--- src/hw/rtl/tlsrd_pkg.sv ---
// Package for the TLS record deframer: result kinds, error codes, register
// indexes, header state encoding and the result beat structure.
// No dependencies.
package tlsrd_pkg;

    // Result kinds
    localparam logic [1:0] KIND_PAYLOAD = 2'd0;
    localparam logic [1:0] KIND_EMPTY   = 2'd1;
    localparam logic [1:0] KIND_ERROR   = 2'd2;

    // Header error codes
    localparam logic [1:0] ERR_TYPE    = 2'd0;
    localparam logic [1:0] ERR_VERSION = 2'd1;
    localparam logic [1:0] ERR_LENGTH  = 2'd2;

    // Configuration register indexes
    localparam logic [1:0] REG_MAX_FRAGMENT_LENGTH = 2'd0;
    localparam logic [1:0] REG_MIN_MINOR_VERSION   = 2'd1;
    localparam logic [1:0] REG_MAX_MINOR_VERSION   = 2'd2;

    // Register reset values
    localparam logic [15:0] RST_MAX_FRAGMENT_LENGTH = 16'd18432;
    localparam logic [7:0]  RST_MIN_MINOR_VERSION   = 8'd1;
    localparam logic [7:0]  RST_MAX_MINOR_VERSION   = 8'd3;

    // Header checks: content types 20 to 23 share the upper six bits
    localparam logic [5:0] TYPE_HIGH_BITS = 6'd5;
    localparam logic [7:0] REQUIRED_MAJOR = 8'd3;

    // Next header byte expected, or payload phase
    typedef enum logic [5:0] {
        HDR_TYPE    = 6'b000001,
        HDR_MAJOR   = 6'b000010,
        HDR_MINOR   = 6'b000100,
        HDR_LEN_HI  = 6'b001000,
        HDR_LEN_LO  = 6'b010000,
        PAYLOAD     = 6'b100000
    } hdr_state_t;

    // One result beat
    typedef struct packed {
        logic [1:0]  kind;
        logic [7:0]  payload_byte;
        logic [7:0]  content_type;
        logic [7:0]  version_minor;
        logic [15:0] fragment_length;
        logic        last_of_record;
        logic [1:0]  error_code;
    } result_t;

endpackage

--- src/hw/rtl/tls_record_deframer.sv ---
// TLS record deframer top level: header parsing, checks and payload tagging.
// Depends on tlsrd_pkg.

// Takes the received record stream one byte per beat and emits each payload
// byte tagged with the record's content type, minor version and declared
// length, marking the last byte of the record. A record with a zero length
// gives one empty-record marker. When the fifth header byte arrives the type
// (20 to 23), version (major 3, minor within the configured bounds) and length
// (at most max_fragment_length) are checked in that order; the first failure
// gives one error beat and every later byte is consumed silently until reset.
// The header state and payload counter update in the cycle the byte is accepted
// and the result lands in the output or skid register, so a byte can be
// accepted every cycle while in_stall is low. A two-entry output buffer (output
// register plus skid register) keeps in_stall a registered signal; in_stall
// rises only when both entries are full. Configuration writes are taken in
// any cycle (cfg_ready is always high) and must be made while idle.
module tls_record_deframer
(
    input  logic                    clk,
    input  logic                    rst_n,

    input  logic                    in_valid,
    output logic                    in_stall,
    input  logic [7:0]              stream_byte,

    output logic                    out_valid,
    input  logic                    out_stall,
    output logic [1:0]              kind,
    output logic [7:0]              payload_byte,
    output logic [7:0]              content_type,
    output logic [7:0]              version_minor,
    output logic [15:0]             fragment_length,
    output logic                    last_of_record,
    output logic [1:0]              error_code,

    input  logic                    cfg_valid,
    output logic                    cfg_ready,
    input  logic [1:0]              cfg_index,
    input  logic [15:0]             cfg_data
);
    import tlsrd_pkg::*;

    logic [15:0] max_fragment_length_reg;
    logic [7:0]  min_minor_version_reg;
    logic [7:0]  max_minor_version_reg;

    hdr_state_t  state_reg, state_next;
    logic [7:0]  held_type_reg, held_type_next;
    logic [7:0]  held_major_reg, held_major_next;
    logic [7:0]  held_minor_reg, held_minor_next;
    logic [7:0]  held_len_hi_reg, held_len_hi_next;
    logic [15:0] declared_length_reg, declared_length_next;
    logic [15:0] remaining_reg, remaining_next;
    logic        stopped_reg, stopped_next;

    result_t     out_reg;
    logic        out_valid_reg;
    result_t     skid_reg;
    logic        skid_valid_reg;

    result_t     res;
    logic        res_produce;
    logic        in_accept;
    logic        out_take;
    logic [15:0] full_length;
    logic        type_bad;
    logic        version_bad;
    logic        length_bad;

    // Configuration registers
    assign cfg_ready = 1'b1;

    always_ff @(posedge clk or negedge rst_n)
    begin
        if (!rst_n)
        begin
            max_fragment_length_reg <= RST_MAX_FRAGMENT_LENGTH;
            min_minor_version_reg   <= RST_MIN_MINOR_VERSION;
            max_minor_version_reg   <= RST_MAX_MINOR_VERSION;
        end
        else if (cfg_valid && cfg_ready)
        begin
            unique case (cfg_index)
                REG_MAX_FRAGMENT_LENGTH: max_fragment_length_reg <= cfg_data;
                REG_MIN_MINOR_VERSION:   min_minor_version_reg   <= cfg_data[7:0];
                REG_MAX_MINOR_VERSION:   max_minor_version_reg   <= cfg_data[7:0];
                default: ;
            endcase
        end
    end

    // Handshake: stall only while the skid entry is occupied
    assign in_stall  = skid_valid_reg;
    assign in_accept = in_valid && !skid_valid_reg;
    assign out_take  = out_valid_reg && !out_stall;

    // Header checks on the completed header
    assign full_length = {held_len_hi_reg, stream_byte};
    assign type_bad    = (held_type_reg[7:2] != TYPE_HIGH_BITS);
    assign version_bad = (held_major_reg != REQUIRED_MAJOR)
                      || (held_minor_reg < min_minor_version_reg)
                      || (held_minor_reg > max_minor_version_reg);
    assign length_bad  = (full_length > max_fragment_length_reg);

    // Advance the header state for one byte and build its result
    always_comb
    begin
        state_next           = state_reg;
        held_type_next       = held_type_reg;
        held_major_next      = held_major_reg;
        held_minor_next      = held_minor_reg;
        held_len_hi_next     = held_len_hi_reg;
        declared_length_next = declared_length_reg;
        remaining_next       = remaining_reg;
        stopped_next         = stopped_reg;
        res_produce          = 1'b0;

        res.kind            = KIND_PAYLOAD;
        res.payload_byte    = 8'd0;
        res.content_type    = held_type_reg;
        res.version_minor   = held_minor_reg;
        res.fragment_length = declared_length_reg;
        res.last_of_record  = 1'b0;
        res.error_code      = ERR_TYPE;

        if (in_accept && !stopped_reg)
        begin
            unique case (state_reg)
                HDR_TYPE:
                begin
                    held_type_next = stream_byte;
                    state_next     = HDR_MAJOR;
                end
                HDR_MAJOR:
                begin
                    held_major_next = stream_byte;
                    state_next      = HDR_MINOR;
                end
                HDR_MINOR:
                begin
                    held_minor_next = stream_byte;
                    state_next      = HDR_LEN_HI;
                end
                HDR_LEN_HI:
                begin
                    held_len_hi_next = stream_byte;
                    state_next       = HDR_LEN_LO;
                end
                HDR_LEN_LO:
                begin
                    declared_length_next = full_length;
                    res.fragment_length  = full_length;
                    if (type_bad || version_bad || length_bad)
                    begin
                        // Report the first failing check, then drop everything
                        res_produce  = 1'b1;
                        res.kind     = KIND_ERROR;
                        stopped_next = 1'b1;
                        state_next   = HDR_TYPE;
                        if (type_bad)
                            res.error_code = ERR_TYPE;
                        else if (version_bad)
                            res.error_code = ERR_VERSION;
                        else
                            res.error_code = ERR_LENGTH;
                    end
                    else if (full_length == 16'd0)
                    begin
                        res_produce        = 1'b1;
                        res.kind           = KIND_EMPTY;
                        res.last_of_record = 1'b1;
                        remaining_next     = 16'd0;
                        state_next         = HDR_TYPE;
                    end
                    else
                    begin
                        remaining_next = full_length;
                        state_next     = PAYLOAD;
                    end
                end
                PAYLOAD:
                begin
                    if (remaining_reg != 16'd0)
                    begin
                        res_produce        = 1'b1;
                        res.kind           = KIND_PAYLOAD;
                        res.payload_byte   = stream_byte;
                        res.last_of_record = (remaining_reg == 16'd1);
                        remaining_next     = remaining_reg - 16'd1;
                        if (remaining_reg == 16'd1)
                            state_next = HDR_TYPE;
                    end
                    else
                    begin
                        // Nothing left: the byte opens a new header
                        held_type_next = stream_byte;
                        state_next     = HDR_MAJOR;
                    end
                end
                default:
                begin
                    state_next = HDR_TYPE;
                end
            endcase
        end
    end

    // Header state and record counters
    always_ff @(posedge clk or negedge rst_n)
    begin
        if (!rst_n)
        begin
            state_reg           <= HDR_TYPE;
            held_type_reg       <= 8'd0;
            held_major_reg      <= 8'd0;
            held_minor_reg      <= 8'd0;
            held_len_hi_reg     <= 8'd0;
            declared_length_reg <= 16'd0;
            remaining_reg       <= 16'd0;
            stopped_reg         <= 1'b0;
        end
        else
        begin
            state_reg           <= state_next;
            held_type_reg       <= held_type_next;
            held_major_reg      <= held_major_next;
            held_minor_reg      <= held_minor_next;
            held_len_hi_reg     <= held_len_hi_next;
            declared_length_reg <= declared_length_next;
            remaining_reg       <= remaining_next;
            stopped_reg         <= stopped_next;
        end
    end

    // Output register and skid entry
    always_ff @(posedge clk or negedge rst_n)
    begin
        if (!rst_n)
        begin
            out_valid_reg  <= 1'b0;
            skid_valid_reg <= 1'b0;
        end
        else if (!out_valid_reg || out_take)
        begin
            if (skid_valid_reg)
            begin
                // Refill from the skid entry; no beat enters this cycle
                out_valid_reg  <= 1'b1;
                skid_valid_reg <= 1'b0;
            end
            else
            begin
                out_valid_reg <= res_produce;
            end
        end
        else if (res_produce)
        begin
            skid_valid_reg <= 1'b1;
        end
    end

    // Result payload, no reset needed
    always_ff @(posedge clk)
    begin
        if (!out_valid_reg || out_take)
        begin
            if (skid_valid_reg)
                out_reg <= skid_reg;
            else
                out_reg <= res;
        end
        else if (res_produce)
        begin
            skid_reg <= res;
        end
    end

    // Drive the result ports
    assign out_valid       = out_valid_reg;
    assign kind            = out_reg.kind;
    assign payload_byte    = out_reg.payload_byte;
    assign content_type    = out_reg.content_type;
    assign version_minor   = out_reg.version_minor;
    assign fragment_length = out_reg.fragment_length;
    assign last_of_record  = out_reg.last_of_record;
    assign error_code      = out_reg.error_code;

endmodule

--- config.mk ---
export PLATFORM = sky130hd
export DESIGN_NAME = tls_record_deframer
export DESIGN_NICKNAME = d
export VERILOG_FILES = /design/src/hw/rtl/tlsrd_pkg.sv /design/src/hw/rtl/tls_record_deframer.sv
export SDC_FILE = /design/constraint.sdc
export NUM_CORES = 1
export LEC_CHECK = 0
export BUFFER_PORTS_ARGS = -buffer_cell sky130_fd_sc_hd__buf_2
export CAP_MARGIN = 20
export CORE_MARGIN = 1
export CORE_UTILIZATION = 50
export DETAILED_ROUTE_END_ITERATION = 10
export PLACE_DENSITY = 0.72
export RECOVER_POWER = 100
export SLEW_MARGIN = 15
export SYNTH_ARGS = -nofsm -noshare
export SYNTH_HDL_FRONTEND = slang
export SYNTH_SLANG_ARGS = --single-unit
--- constraint.sdc ---
create_clock -name clk -period 3.9 [get_ports clk]
set_input_delay 0.78 -clock clk [delete_from_list [all_inputs] [get_ports clk]]
set_output_delay 0.78 -clock clk [all_outputs]
set_load 0.02 [all_outputs]
* Word level (Yosys, flattened, before mapping)
Cells that the tools add are included.
W data, S select, Z words.
** Cells by class
- Add/subtract/negate cells :: 1
- Order comparisons :: 3
- Equal/unequal tests :: 15
- Mux-type cells :: 35
- Bitwise logic cells :: 1
- Reduce and logical (&&, ||, !) cells :: 29
** Operators by type and width (count)
- $mux W16 :: 4
- $mux W45 :: 1
- $pmux W6 S6 :: 1
- $pmux W16 S2 :: 1
- $mux W6 :: 4
- $mux W8 :: 3
- $mux W19 :: 1
- $eq A16 B1 Y1 const B :: 1
- $gt A16 B16 Y1 :: 1
- $logic_not A16 Y1 :: 1
- $pmux W8 S2 :: 1
- $reduce_and A2 Y1 :: 8
- $reduce_bool A16 Y1 :: 1
- $sub A16 B1 Y16 const B :: 1
- $mux W1 :: 10
- $mux W10 :: 1
- $mux W2 :: 5
- $gt A8 B8 Y1 :: 1
- $lt A8 B8 Y1 :: 1
- $ne A8 B2 Y1 const B :: 1
- $eq A6 B1 Y1 const B :: 1
- $eq A6 B2 Y1 const B :: 1
- $eq A6 B3 Y1 const B :: 1
- $eq A6 B4 Y1 const B :: 1
- 17 further kinds :: 32
** Storage, ports and cells
- Bits in registers :: 195
- Bits of input ports :: 31
- Output and inout bits :: 48
- Word-level logic and storage cells :: 111

* Depth between registers and ports, before layout
Gate-level depths: netlist of the first run.
- Depth in word-level cells :: 10
- Mapped depth :: 10
- Mapped depth without buffers :: 9

* Worst setup path after synthesis of the first run
Ideal clock, no wire load.
- Path kind :: input to register
- From :: input port stream_byte[7]
- To :: register skid_reg[0] in the netlist's numbering, enable pin
- Setup time :: 0.447 ns
- Data arrival time :: 3.958 ns
- Path slack :: -0.506 ns
- Stages on the path :: 8
- Cells stage by stage :: ha_1 > nand4_1 > nor3_1 > a21boi_0 > o31a_1 > o31ai_2 > a21o_1 > nor2_1
** On the way
- Word-level cells in the longest chain between the ends :: 6
- Elaborated cells on any way between the ends :: 8
- Classes of those cells :: order compare: 1; mux: 4; reduce/logical: 3
** Ends and longest elaborated chain
- start, declared :: RTL line tls_record_deframer.sv:24 : input logic [7:0] stream_byte,
- $gt A16 B16 Y1 / $logic_not A16 Y1 (equally long branches) :: RTL line tls_record_deframer.sv:103, tls_record_deframer.sv:167
- $logic_or A1 B1 Y1 / $mux W1 (equally long branches) :: RTL line tls_record_deframer.sv:153, tls_record_deframer.sv:167
- $mux W1 (*) :: RTL line tls_record_deframer.sv:153 : if (type_bad || version_bad || length_bad)
- $pmux W1 S2 (*) :: RTL line tls_record_deframer.sv:128 : unique case (state_reg)
- $mux W1 (*) :: RTL line tls_record_deframer.sv:126 : if (in_accept && !stopped_reg)
- $reduce_and A2 Y1 (no source line) (*)
- end signal, assigned :: RTL line tls_record_deframer.sv:274 : skid_reg <= res;
- end, declared :: RTL line tls_record_deframer.sv:58 : result_t skid_reg;
Every way passes the cells marked *; elsewhere a longest branch is shown, timed or not.
A chain may end at the register's enable or synchronous reset.

* Worst setup path after layout of the first run
- From :: input port stream_byte[7]
- To :: register remaining_reg[13]
** On the way
- Word-level cells in the longest chain between the ends :: 4
- Elaborated cells on any way between the ends :: 8
- Classes of those cells :: order compare: 1; eq/ne: 1; mux: 3; reduce/logical: 3
** Ends and longest elaborated chain
- $gt A16 B16 Y1 / $logic_not A16 Y1 (equally long branches) :: RTL line tls_record_deframer.sv:103, tls_record_deframer.sv:167
- $logic_or A1 B1 Y1 / $mux W16 (equally long branches) :: RTL line tls_record_deframer.sv:153, tls_record_deframer.sv:167
- $ne A2 B2 Y1 (no source line) / $mux W16 (equally long branches)
- $reduce_and A4 Y1 (no source line) / $pmux W16 S2 (equally long branches)
- end signal, assigned :: RTL line tls_record_deframer.sv:230 : remaining_reg <= remaining_next;
- end, declared :: RTL line tls_record_deframer.sv:53 : logic [15:0] remaining_reg, remaining_next;
Parallel ways exist; a longest one is shown, timed or not. The select of a mux whose other input is x is not followed.

==> summary.txt, run 1 <==
Insertion delay of the later-clocked pin in the worst-skew pair -> 0.44 ns
Die Span Y -> 134 um
Count of clock tree sinks -> 195
Starting density of the core -> 51.8%
Yosys Warn Count -> 0
Hold_sp -> stopped_reg
Max Buffers Root-to-Sink -> 2
Critical-path maximum fanout -> 9
Final number of hold-violating endpoints -> 0
Nature of the critical path endpoint -> flop
Post-route total power -> 4.30 mW
Nature of the critical path startpoint -> primary input
Final number of max-transition violations -> 98
Via count of the first global-routing pass -> 5,741
Number of buffers created by CTS -> 17
Failing checks -> max-capacitance violations, max-slew violations
Overflow after GRT -> 0
Layout Cells excl Fill -> 990
I/O Pins -> 79
EDFF count, synth -> 90
Largest net degree at the start of global routing -> 50
GRT Util Overall -> 22.6%
Crit. Startpoint -> stream_byte[7]
Commonest non-fill, non-tap cells in the layout -> 99 x sky130_fd_sc_hd__dfrtp_1, 90 x sky130_fd_sc_hd__edfxtp_1, 75 x sky130_fd_sc_hd__mux2_2
Initial DRC Count -> 535
Mapped Cells -> 668
Worst Path Arrival -> 3.79 ns
Largest register FFs -> 45
Level count of the clock H-tree -> 4
Sequential element share of the synthesized area -> 61.3%
Area of the core region -> 16,800 sq um
Kind of path behind the tightest hold check -> flop to flop
Critical path required time -> 4.18 ns
Crit-path slowest cell -> sky130_fd_sc_hd__clkbuf_1
RSZ-0062 raised after global routing -> false
Resized cells post-CTS -> 0
Clock-pin slew of the registers on the worst-case setup and hold paths -> 0.07 ns
Synth unique cells -> 63
Final worst-path cycle share -> 89.8%
TritonCTS clock tree -> yes
Number of antenna violations at the first check in global routing -> 0
Peak ir drop on the vdd network -> 0.318 mV
Antenna-violating nets left -> 0
Master cell of the clock root buffer -> sky130_fd_sc_hd__clkbuf_16
Max-cap violations -> 2
Commonest non-fill, non-tap cell in the layout -> sky130_fd_sc_hd__dfrtp_1
Count of vias placed by the detailed router -> 5,775
Average wire per cell in the routed design -> 19.2 um
Post-Syn Area -> 8710 sq um
Setup-failing EPs final -> 0
Ratio of cells with drive above 1 in the final layout -> 20.0%
Startpoint of the worst register-to-register path -> state_reg[1]
Diodes inserted -> 0
Die area -> 17,900 sq um
Post-DR vias/cell -> 5.83
Achievable Freq -> 285 MHz
Post-route setup TNS -> 0 ns
Max-Slew Margin vs Limit -> -72.4%
Run status -> complete, but fails checks
Placed Instance Area -> 9400 sq um
Family with the most delay on the worst path -> compound AO/OA/AOI/OAI gates
Weighted congestion reported at the end of routability-driven placement -> 1.00
Classification of the worst setup path -> primary input to flop
Die span in x -> 134 um
Mean post-synth cell area -> 13.0 sq um
First-pass GRT wire length -> 30.7 mm
Number of standard-cell rows in the floorplan -> 47
Largest clock skew in the final design -> 0.0111 ns
Worst-path cell chain -> clkbuf_1, ha_1, a21oi_1, nand3_1, a221o_1, o31a_1, o31a_1, nor3_4, clkbuf_1, a21oi_1
Half-perimeter wire length after placement -> 13.1 mm
DRC errors left -> 0
CTS hold repair buffers -> 0
Layout Area Growth over Synthesis -> 13.4%
# nets final -> 821
Syn nets -> 732
Number of buffers inserted by post-CTS setup repair -> 0
Number of buffers added on ports -> 77
Number of cells in the design after placement -> 958
Critical path buffers and inverters -> 2
Minimum clock period -> 3.50 ns
Dominant synthesized flop cell -> sky130_fd_sc_hd__dfrtp_1
Routed wire length -> 19.0 mm
Share of flip-flops with an asynchronous set or reset after synthesis -> 53.8%
Area of all placed cells without fillers -> 9880 sq um
Number of detailed-routing iterations run before antenna repair -> 6
Synthesis-stage register bit count -> 195
P per Cell Area -> 435 nW/um^2
Transition time at the pin with the least slew margin -> 2.59 ns
Stage delay of the slowest cell on the critical path -> 0.49 ns
Leakage power -> 4.35 nW
kinds of logic after synthesis:
logic type | count (synthesis) | share of synthesized area [%]
compound gates | 128 | 8.89
xor+xnor | 1 | 0.101
fa+ha+maj | 33 | 4.74
buf+inv | 59 | 2.69
flops | 195 | 61.3
mux | 94 | 12.4
other cells | 1 | 0.0431
simple gates | 157 | 9.84
final cells by class:
| class | instances | area (sq um) |
|---|---|---|
| Sequential cell | 195 | 5340 |
| Clock inverter | 13 | 173 |
| Timing Repair Buffer | 92 | 417 |
| Inverter | 37 | 139 |
| Clock buffer | 19 | 443 |
| Tap cell | 220 | 275 |
| Multi-Input combinational cell | 414 | 3090 |
| Fill cell | 1378 | 6940 |
synth_stat cells, types with 2 or more instances:
cell type / n / area share, %
sky130_fd_sc_hd__inv_1: 37 / 1.6
sky130_fd_sc_hd__nor4_1: 11 / 0.79
sky130_fd_sc_hd__dfrtp_1: 99 / 28
sky130_fd_sc_hd__o32ai_1: 2 / 0.20
sky130_fd_sc_hd__and4_1: 2 / 0.20
sky130_fd_sc_hd__nor3b_1: 2 / 0.17
sky130_fd_sc_hd__nor2_1: 21 / 0.91
sky130_fd_sc_hd__and3_1: 2 / 0.14
sky130_fd_sc_hd__dfstp_2: 6 / 1.8
sky130_fd_sc_hd__clkbuf_1: 17 / 0.73
sky130_fd_sc_hd__nand3_1: 15 / 0.86
sky130_fd_sc_hd__a21o_1: 15 / 1.3
sky130_fd_sc_hd__a31oi_1: 3 / 0.22
sky130_fd_sc_hd__a21oi_1: 31 / 1.8
sky130_fd_sc_hd__and2_1: 8 / 0.57
sky130_fd_sc_hd__nor2b_1: 2 / 0.14
sky130_fd_sc_hd__nand4_1: 14 / 1.0
sky130_fd_sc_hd__o211ai_1: 4 / 0.34
sky130_fd_sc_hd__mux2_2: 86 / 11
sky130_fd_sc_hd__o31ai_1: 3 / 0.26
sky130_fd_sc_hd__nand2b_1: 2 / 0.14
sky130_fd_sc_hd__a41oi_1: 2 / 0.20
sky130_fd_sc_hd__nand2_1: 47 / 2.0
sky130_fd_sc_hd__edfxtp_1: 90 / 31
sky130_fd_sc_hd__or4_1: 2 / 0.17
sky130_fd_sc_hd__nand4b_1: 3 / 0.30
sky130_fd_sc_hd__nor3_1: 10 / 0.57
sky130_fd_sc_hd__nor3b_4: 2 / 0.43
sky130_fd_sc_hd__o21ai_0: 51 / 2.9
sky130_fd_sc_hd__o2bb2ai_1: 2 / 0.20
sky130_fd_sc_hd__o31a_1: 2 / 0.20
sky130_fd_sc_hd__buf_1: 2 / 0.086
sky130_fd_sc_hd__nand3b_1: 6 / 0.52
sky130_fd_sc_hd__mux2_4: 6 / 1.0
sky130_fd_sc_hd__ha_1: 33 / 4.7
metal layers:
layer,global-route usage [%],routed length [um]
met5,0,0
met1,29.4,8330
met4,10.2,563
met3,4.76,1090
met2,36.3,9060
through the flow:
step	utilization, %	worst slack (ns)	hold slack, ns
floorplan	-	0.246	0.435
CTS	59.6	0.868	0.371
finish	58.7	0.397	0.479
detailed placement	55.9	0.509	0.456
global route	58.7	0.333	0.516
global placement	55.9	0.555	0.452
power breakdown:
part,internal (mW),switching [mW],leakage (nW)
Sequential,2.20,0.0268,2.33
Clock,1.04,0.772,0.294
Combinational,0.102,0.156,1.73
final timing paths:
kind,cells after the start,endpoint,slack (ns)
min,2,stopped_reg,0.48
max in group asynchronous,2,out_valid,0.91
max,10,remaining_reg[13],0.40
min in group asynchronous,1,max_fragment_length_reg[4],1.15
min reg2reg,2,stopped_reg,0.48
max reg2reg,5,fragment_length[6],0.74
worst min-delay path, delay by kind of cell (launching register included):
kind            cells  cell delay (ns)
buf+inv             1             0.05
flops               1             0.32
compound gates      1             0.07
(Power assumes the default switching activity.)
==> run 2: changes to the inputs <==
Settings changed: CORE_ASPECT_RATIO set to 0.75, SLEW_MARGIN 15 to unset.
==> run 2 against run 1 <==
The run still ends with max-capacitance violations, max-slew violations left. Via count fell by 0.42%. Wire length rose by 2.2%. Die area barely moved. Critical endpoint is now fragment_length[4]. Combinational power fell by 2%. Hold slack got worse by 0.00091 ns. Register-to-register slack got worse by 0.02 ns.
==> summary.txt, run 2 (synthesized netlist as in run 1, its figures left out) <==
Run status -> complete, but fails checks (unchanged)
Failing checks -> max-capacitance violations, max-slew violations (unchanged)
Family with the most delay on the worst path -> simple AND/OR/NAND/NOR gates (was compound AO/OA/AOI/OAI gates)
Number of buffers added on ports -> 77 (unchanged)
Clock-pin slew of the registers on the worst-case setup and hold paths -> 0.07 ns (about the same)
Classification of the worst setup path -> flop to flop (was primary input to flop)
Weighted congestion reported at the end of routability-driven placement -> 0.908 (was 1.00)
Crit-path slowest cell -> sky130_fd_sc_hd__or4_1 (was sky130_fd_sc_hd__clkbuf_1)
Die Span Y -> 116 um (was 134 um)
Critical path buffers and inverters -> 0 (was 2)
Stage delay of the slowest cell on the critical path -> 0.64 ns (was 0.49 ns)
Level count of the clock H-tree -> 4 (unchanged)
Largest register FFs -> 45 (unchanged)
Die span in x -> 154 um (was 134 um)
Worst-path cell chain -> or4_1, nor3b_4, nand2_1, mux2_1, mux2_2 (was clkbuf_1, ha_1, a21oi_1, nand3_1, a221o_1, o31a_1, o31a_1, nor3_4, clkbuf_1, a21oi_1)
Ratio of cells with drive above 1 in the final layout -> 19.5% (was 20.0%)
Half-perimeter wire length after placement -> 13.4 mm (was 13.1 mm)
Number of buffers inserted by post-CTS setup repair -> 0 (unchanged)
TritonCTS clock tree -> yes (unchanged)
Worst Path Arrival -> 3.37 ns (was 3.79 ns)
Diodes inserted -> 0 (unchanged)
Critical-path maximum fanout -> 19 (was 9)
Largest clock skew in the final design -> 0.0116 ns (was 0.0111 ns)
Antenna-violating nets left -> 0 (unchanged)
Via count of the first global-routing pass -> 5,801 (was 5,741)
Commonest non-fill, non-tap cells in the layout -> 99 x sky130_fd_sc_hd__dfrtp_1, 90 x sky130_fd_sc_hd__edfxtp_1, 74 x sky130_fd_sc_hd__mux2_2 (was 99 x sky130_fd_sc_hd__dfrtp_1, 90 x sky130_fd_sc_hd__edfxtp_1, 75 x sky130_fd_sc_hd__mux2_2)
Area of all placed cells without fillers -> 9830 sq um (was 9880 sq um)
Largest net degree at the start of global routing -> 60 (was 50)
First-pass GRT wire length -> 31.6 mm (was 30.7 mm)
Insertion delay of the later-clocked pin in the worst-skew pair -> 0.43 ns (was 0.44 ns)
Leakage power -> 4.34 nW (was 4.35 nW)
# fillers -> 1,346 (was 1,378)
CTS hold repair buffers -> 0 (unchanged)
Average wire per cell in the routed design -> 19.8 um (was 19.2 um)
Count of clock tree sinks -> 195 (unchanged)
Die area -> 18,000 sq um (was 17,900 sq um)
Worst Slack Setup Final -> 0.717 ns (was 0.397 ns)
Final Util -> 58.0% (was 58.7%)
DRC errors left -> 0 (unchanged)
Post-route total power -> 4.20 mW (was 4.30 mW)
Initial DRC Count -> 531 (was 535)
Placed Instance Area -> 9400 sq um (about the same)
Placement-stage worst setup slack -> 0.563 ns (was 0.509 ns)
Peak ir drop on the vdd network -> 0.267 mV (was 0.318 mV)
Post-DR vias/cell -> 5.84 (was 5.83)
Nature of the critical path endpoint -> flop (unchanged)
Final worst-path cycle share -> 81.6% (was 89.8%)
Number of detailed-routing iterations run before antenna repair -> 5 (was 6)
Max Buffers Root-to-Sink -> 2 (unchanged)
P per Cell Area -> 427 nW/um^2 (was 435 nW/um^2)
Routed wire length -> 19.5 mm (was 19.0 mm)
Critical path required time -> 4.09 ns (was 4.18 ns)
Nature of the critical path startpoint -> flop (was primary input)
Layout Cells excl Fill -> 984 (was 990)
Max-Slew Margin vs Limit -> -68.7% (was -72.4%)
Number of buffers created by CTS -> 17 (unchanged)
Minimum clock period -> 3.18 ns (was 3.50 ns)
Final number of max-transition violations -> 118 (was 98)
Post-Route Hold Slack -> 0.478 ns (was 0.479 ns)
Layout Area Growth over Synthesis -> 12.8% (was 13.4%)
Overflow after GRT -> 0 (unchanged)
Area of the core region -> 16,900 sq um (was 16,800 sq um)
Resized cells post-CTS -> 0 (unchanged)
Achievable Freq -> 314 MHz (was 285 MHz)
RSZ-0062 raised after global routing -> false (unchanged)
GRT Util Overall -> 23.3% (was 22.6%)
Setup-failing EPs final -> 0 (unchanged)
Max-cap violations -> 3 (was 2)
Commonest non-fill, non-tap cell in the layout -> sky130_fd_sc_hd__dfrtp_1 (unchanged)
Number of cells in the design after placement -> 952 (was 958)
I/O Pins -> 79 (unchanged)
# nets final -> 820 (was 821)
Final number of hold-violating endpoints -> 0 (unchanged)
Number of standard-cell rows in the floorplan -> 41 (was 47)
Number of antenna violations at the first check in global routing -> 0 (unchanged)
Count of vias placed by the detailed router -> 5,751 (was 5,775)
Starting density of the core -> 51.4% (was 51.8%)
Transition time at the pin with the least slew margin -> 2.53 ns (was 2.59 ns)
Master cell of the clock root buffer -> sky130_fd_sc_hd__clkbuf_16 (unchanged)
Kind of path behind the tightest hold check -> flop to flop (unchanged)
Post-route setup TNS -> 0 ns (unchanged)
==> run 2: cell types whose count changed in the layout (fill, tap and decap cells not counted), sizes merged <==
cell      previous run  this run
clkinv               3         5
clkbuf              75        76
clkinvlp             3         1
buf                 36        34
inv                 41        43
bufinv               3         1
==> run 2: metal layers <==
layer | track usage (%) | up-vias | wire length [um]
met3 | 4.45 | 12 | 1050
met5 | 0 | - | 0
met2 | 36.2 | 195 | 8740
met1 | 34.2 | 2884 | 9510
met4 | 5.21 | 0 | 151
li1 | - | 2660 | -
==> run 2: layout make-up <==
type	count	area (sq um)	share of cell area, %
Sequential cell	195	5340	54.3
Multi-Input combinational cell	414	3080	31.4
Clock buffer	19	443	4.51
Timing Repair Buffer	91	415	4.23
Tap cell	215	269	2.74
Clock inverter	13	139	1.41
Inverter	37	139	1.41
==> run 2: final timing paths <==
path | startpoint | end | slack [ns] | cells after the start
min reg2reg | held_type_reg[1] | skid_reg[28] | 0.48 | 0
max in group asynchronous | rst_n | declared_length_reg[5] | 1.55 | 2
min in group asynchronous | rst_n | max_minor_version_reg[6] | 0.70 | 1
max reg2reg | state_reg[1] | fragment_length[4] | 0.72 | 5
max | state_reg[1] | fragment_length[4] | 0.72 | 5
min | held_type_reg[1] | skid_reg[28] | 0.48 | 0
==> run 2: power by group <==
part / switching, mW / internal, mW / leakage (nW) / total [mW]
registers: 0.0236 / 2.20 / 2.33 / 2.22
logic: 0.151 / 0.100 / 1.73 / 0.252
clock network: 0.803 / 0.920 / 0.285 / 1.72
total: 0.977 / 3.22 / 4.34 / 4.20
==> run 3: changes to the inputs <==
Settings changed: ABC_AREA set to 1.
Clock period 3.9 ns to 2.81 ns, I/O delays scaled along.
==> run 3 against run 2 <==
Cell count rose by 28%. Count of clock-buffer cells in the layout fell by 1. Clock skew rose by 0.0019 ns. Global-route usage fell by 0.80 points. Area after synthesis rose by 1.4%. Die area rose by 1.4%. Combinational power rose to 6.5 times the previous value. Register-to-register slack got worse by 0.51 ns. Critical endpoint is now skid_reg[14]. The run still ends with max-capacitance violations, max-slew violations left.
==> summary.txt, run 3 <==
Number of detailed-routing iterations run before antenna repair -> 5 (unchanged)
Synthesis-stage register bit count -> 195 (unchanged)
Antenna-violating nets left -> 0 (unchanged)
Number of buffers created by CTS -> 17 (unchanged)
Setup-failing EPs final -> 0 (unchanged)
Peak ir drop on the vdd network -> 0.476 mV (was 0.267 mV)
First-pass GRT wire length -> 30.7 mm (was 31.6 mm)
Post-route total power -> 8.06 mW (was 4.20 mW)
Post-route setup TNS -> 0 ns (unchanged)
Share of flip-flops with an asynchronous set or reset after synthesis -> 53.8% (unchanged)
Via count of the first global-routing pass -> 5,924 (was 5,801)
Synth unique cells -> 40 (was 63)
TritonCTS clock tree -> yes (unchanged)
Sequential element share of the synthesized area -> 60.4% (was 61.3%)
Leakage power -> 4.82 nW (was 4.34 nW)
Top cell type by total area after synthesis -> sky130_fd_sc_hd__edfxtp_1 (unchanged)
Ratio of cells with drive above 1 in the final layout -> 8.53% (was 19.5%)
Yosys Warn Count -> 0 (unchanged)
Commonest non-fill, non-tap cells in the layout -> 279 x sky130_fd_sc_hd__nand2_1, 109 x sky130_fd_sc_hd__inv_1, 108 x sky130_fd_sc_hd__o21ai_0 (was 99 x sky130_fd_sc_hd__dfrtp_1, 90 x sky130_fd_sc_hd__edfxtp_1, 74 x sky130_fd_sc_hd__mux2_2)
Starting density of the core -> 51.9% (was 51.4%)
Overflow after GRT -> 0 (unchanged)
Min-Delay Endpoint -> max_fragment_length_reg[10] (was skid_reg[28])
Critical-path maximum fanout -> 45 (was 19)
Initial DRC Count -> 610 (was 531)
Dominant synthesized flop cell -> sky130_fd_sc_hd__dfrtp_1 (unchanged)
Nature of the critical path startpoint -> flop (unchanged)
Area of all placed cells without fillers -> 10,000 sq um (was 9830 sq um)
Area of the core region -> 17,000 sq um (was 16,900 sq um)
Number of antenna violations at the first check in global routing -> 0 (unchanged)
Post-DR vias/cell -> 5.14 (was 5.84)
Resized cells post-CTS -> 0 (unchanged)
Final number of hold-violating endpoints -> 0 (unchanged)
Average wire per cell in the routed design -> 15.2 um (was 19.8 um)
Most used standard cells in the synthesized netlist -> 277 x sky130_fd_sc_hd__nand2_1, 107 x sky130_fd_sc_hd__inv_1, 99 x sky130_fd_sc_hd__dfrtp_1, 90 x sky130_fd_sc_hd__edfxtp_1, 88 x sky130_fd_sc_hd__o21ai_0 (was 99 x sky130_fd_sc_hd__dfrtp_1, 90 x sky130_fd_sc_hd__edfxtp_1, 86 x sky130_fd_sc_hd__mux2_2, 51 x sky130_fd_sc_hd__o21ai_0, 47 x sky130_fd_sc_hd__nand2_1)
Largest clock skew in the final design -> 0.0135 ns (was 0.0116 ns)
Classification of the worst setup path -> flop to flop (unchanged)
Top cells by area in the synthesized netlist -> sky130_fd_sc_hd__edfxtp_1 31%, sky130_fd_sc_hd__dfrtp_1 28%, sky130_fd_sc_hd__nand2_1 12% (was sky130_fd_sc_hd__edfxtp_1 31%, sky130_fd_sc_hd__dfrtp_1 28%, sky130_fd_sc_hd__mux2_2 11%)
Master cell of the clock root buffer -> sky130_fd_sc_hd__clkbuf_16 (unchanged)
Die area -> 18,200 sq um (was 18,000 sq um)
Count of vias placed by the detailed router -> 6,455 (was 5,751)
Worst Path Arrival -> 2.72 ns (was 3.37 ns)
Half-perimeter wire length after placement -> 13.2 mm (was 13.4 mm)
Crit. Startpoint -> max_fragment_length_reg[11] (was state_reg[1])
Critical path required time -> 2.93 ns (was 4.09 ns)
Count of clock tree sinks -> 195 (unchanged)
Die span in x -> 155 um (was 154 um)
RSZ-0062 raised after global routing -> false (unchanged)
Max-cap violations -> 2 (was 3)
Die Span Y -> 117 um (was 116 um)
DRC errors left -> 0 (unchanged)
Number of standard-cell rows in the floorplan -> 41 (unchanged)
Post-Syn Area -> 8830 sq um (was 8710 sq um)
I/O Pins -> 79 (unchanged)
Area share of the leading cell type in the synthesized netlist -> 30.6% (was 31.0%)
Diodes inserted -> 0 (unchanged)
Nature of the critical path endpoint -> flop (unchanged)
Worst Hold Depth -> 3 (was 0)
Largest net degree at the start of global routing -> 50 (was 60)
Cell with the most instances after synthesis -> sky130_fd_sc_hd__nand2_1 (was sky130_fd_sc_hd__dfrtp_1)
Failing checks -> max-capacitance violations, max-slew violations (unchanged)
Syn nets -> 990 (was 732)
Mapped Cells -> 926 (was 668)
Run status -> complete, but fails checks (unchanged)
Mean post-synth cell area -> 9.54 sq um (was 13.0 sq um)
Kind of path behind the tightest hold check -> primary input to flop (was flop to flop)
Capture point of the worst reg-to-reg path -> skid_reg[14] (was fragment_length[4])
Max Buffers Root-to-Sink -> 2 (unchanged)
# nets final -> 1,071 (was 820)
Weighted congestion reported at the end of routability-driven placement -> 0.897 (was 0.908)
Routed wire length -> 19.1 mm (was 19.5 mm)
Commonest non-fill, non-tap cell in the layout -> sky130_fd_sc_hd__nand2_1 (was sky130_fd_sc_hd__dfrtp_1)
Hold_sp -> cfg_data[10] (was held_type_reg[1])
Largest register FFs -> 45 (unchanged)
EDFF count, synth -> 90 (unchanged)
Clock-pin slew of the registers on the worst-case setup and hold paths -> 0.07 ns (about the same)
Insertion delay of the later-clocked pin in the worst-skew pair -> 0.44 ns (was 0.43 ns)
Final number of max-transition violations -> 63 (was 118)
P per Cell Area -> 806 nW/um^2 (was 427 nW/um^2)
Max-Slew Margin vs Limit -> -4.00% (was -68.7%)
Achievable Freq -> 384 MHz (was 314 MHz)
Transition time at the pin with the least slew margin -> 1.56 ns (was 2.53 ns)
Path depth of the worst reg2reg path -> 15 (was 5)
CTS hold repair buffers -> 0 (unchanged)
R2R setup slack -> 0.21 ns (was 0.72 ns)
Number of buffers added on ports -> 77 (unchanged)
Placed Instance Area -> 9530 sq um (was 9400 sq um)
Final worst-path cycle share -> 92.7% (was 81.6%)
Minimum clock period -> 2.60 ns (was 3.18 ns)
Startpoint of the worst register-to-register path -> max_fragment_length_reg[11] (was state_reg[1])
Level count of the clock H-tree -> 4 (unchanged)
Layout Area Growth over Synthesis -> 13.3% (was 12.8%)
GRT Util Overall -> 22.5% (was 23.3%)
Number of buffers inserted by post-CTS setup repair -> 0 (unchanged)
==> run 3: cell types whose count changed in the layout (fill, tap and decap cells not counted), moves of 7 or more <==
cell and delta:
sky130_fd_sc_hd__o21ai_0 +56, sky130_fd_sc_hd__a21oi_1 -7, sky130_fd_sc_hd__and2_0 -8, sky130_fd_sc_hd__mux2_1 -19, sky130_fd_sc_hd__nand2_1 +230, sky130_fd_sc_hd__mux2_2 -74, sky130_fd_sc_hd__nand3_1 +7, sky130_fd_sc_hd__inv_1 +72
sky130_fd_sc_hd__nor2_1 +34
==> run 3: metal layers <==
metal | share of wire [%] | GRT usage [%] | vias to the layer above
li1 | - | - | 3184
met1 | 51 | 34.6 | 3027
met2 | 41 | 32.5 | 227
met3 | 6.6 | 3.94 | 17
met4 | 1.1 | 6.80 | 0
met5 | 0 | 0 | -
==> run 3: kinds of logic (layout without fill, tap and decap cells) <==
logic type               count (synthesis)  in the layout  synth area share (%)
buffers and inverters                  144            238                  6.39
AO/OA/AOI/OAI                          149            149                  9.34
flip-flops                             195            195                  60.4
XOR/XNOR                                 4              4                 0.397
AND/OR/NAND/NOR                        400            400                  18.7
other                                    1              1                0.0425
adder cells (fa/ha/maj)                 33             33                  4.68
==> run 3: metrics by stage <==
stage                     hold WS (ns)  cells  util, %  worst slack [ns]
final                            0.379   1256     58.8             0.205
after global routing             0.385   1256     58.8            0.0126
after CTS                       0.0548   1256     59.6             0.231
after detailed placement         0.469   1224     56.0             0.115
after global placement           0.458   1224     56.0             0.150
after floorplan                  0.266    926        -            0.0799
==> run 3: final cells by class <==
| cell class | instances | area [sq um] |
|---|---|---|
| Clock buffer | 18 | 429 |
| Clock inverter | 14 | 189 |
| Fill cell | 1540 | 7020 |
| Inverter | 113 | 424 |
| Multi-Input combinational cell | 587 | 2900 |
| Sequential cell | 195 | 5340 |
| Tap cell | 236 | 295 |
| Timing Repair Buffer | 93 | 434 |
==> run 3: worst max-delay path by stage <==
stage          depth (start not counted)                end
2_1_floorplan                         13        skid_reg[0]
3_3_place_gp                           9       skid_reg[17]
3_5_place_dp                          14  remaining_reg[13]
4_1_cts                               15       skid_reg[25]
5_1_grt                               14       skid_reg[25]
6_report                              15       skid_reg[14]
==> run 3: critical path: stages (launching register included) <==
cell and delay [ns]:
sky130_fd_sc_hd__dfstp_2 0.51, sky130_fd_sc_hd__inv_1 0.05, sky130_fd_sc_hd__ha_1 0.29, sky130_fd_sc_hd__nand2_1 0.06, sky130_fd_sc_hd__inv_1 0.06, sky130_fd_sc_hd__nand3_1 0.06, sky130_fd_sc_hd__nor2_1 0.16, sky130_fd_sc_hd__nand2_1 0.07
sky130_fd_sc_hd__nand2_1 0.05, sky130_fd_sc_hd__nand2_1 0.13, sky130_fd_sc_hd__nand3_1 0.14, sky130_fd_sc_hd__nand2_1 0.07, sky130_fd_sc_hd__nand2_1 0.08, sky130_fd_sc_hd__nand2_1 0.10, sky130_fd_sc_hd__nor2_4 0.15, sky130_fd_sc_hd__buf_12 0.26
==> run 3: power by group <==
group	total [mW]	internal (mW)	switching (mW)
sequential	3.88	3.52	0.358
clock	2.56	1.43	1.12
combinational	1.63	0.567	1.06
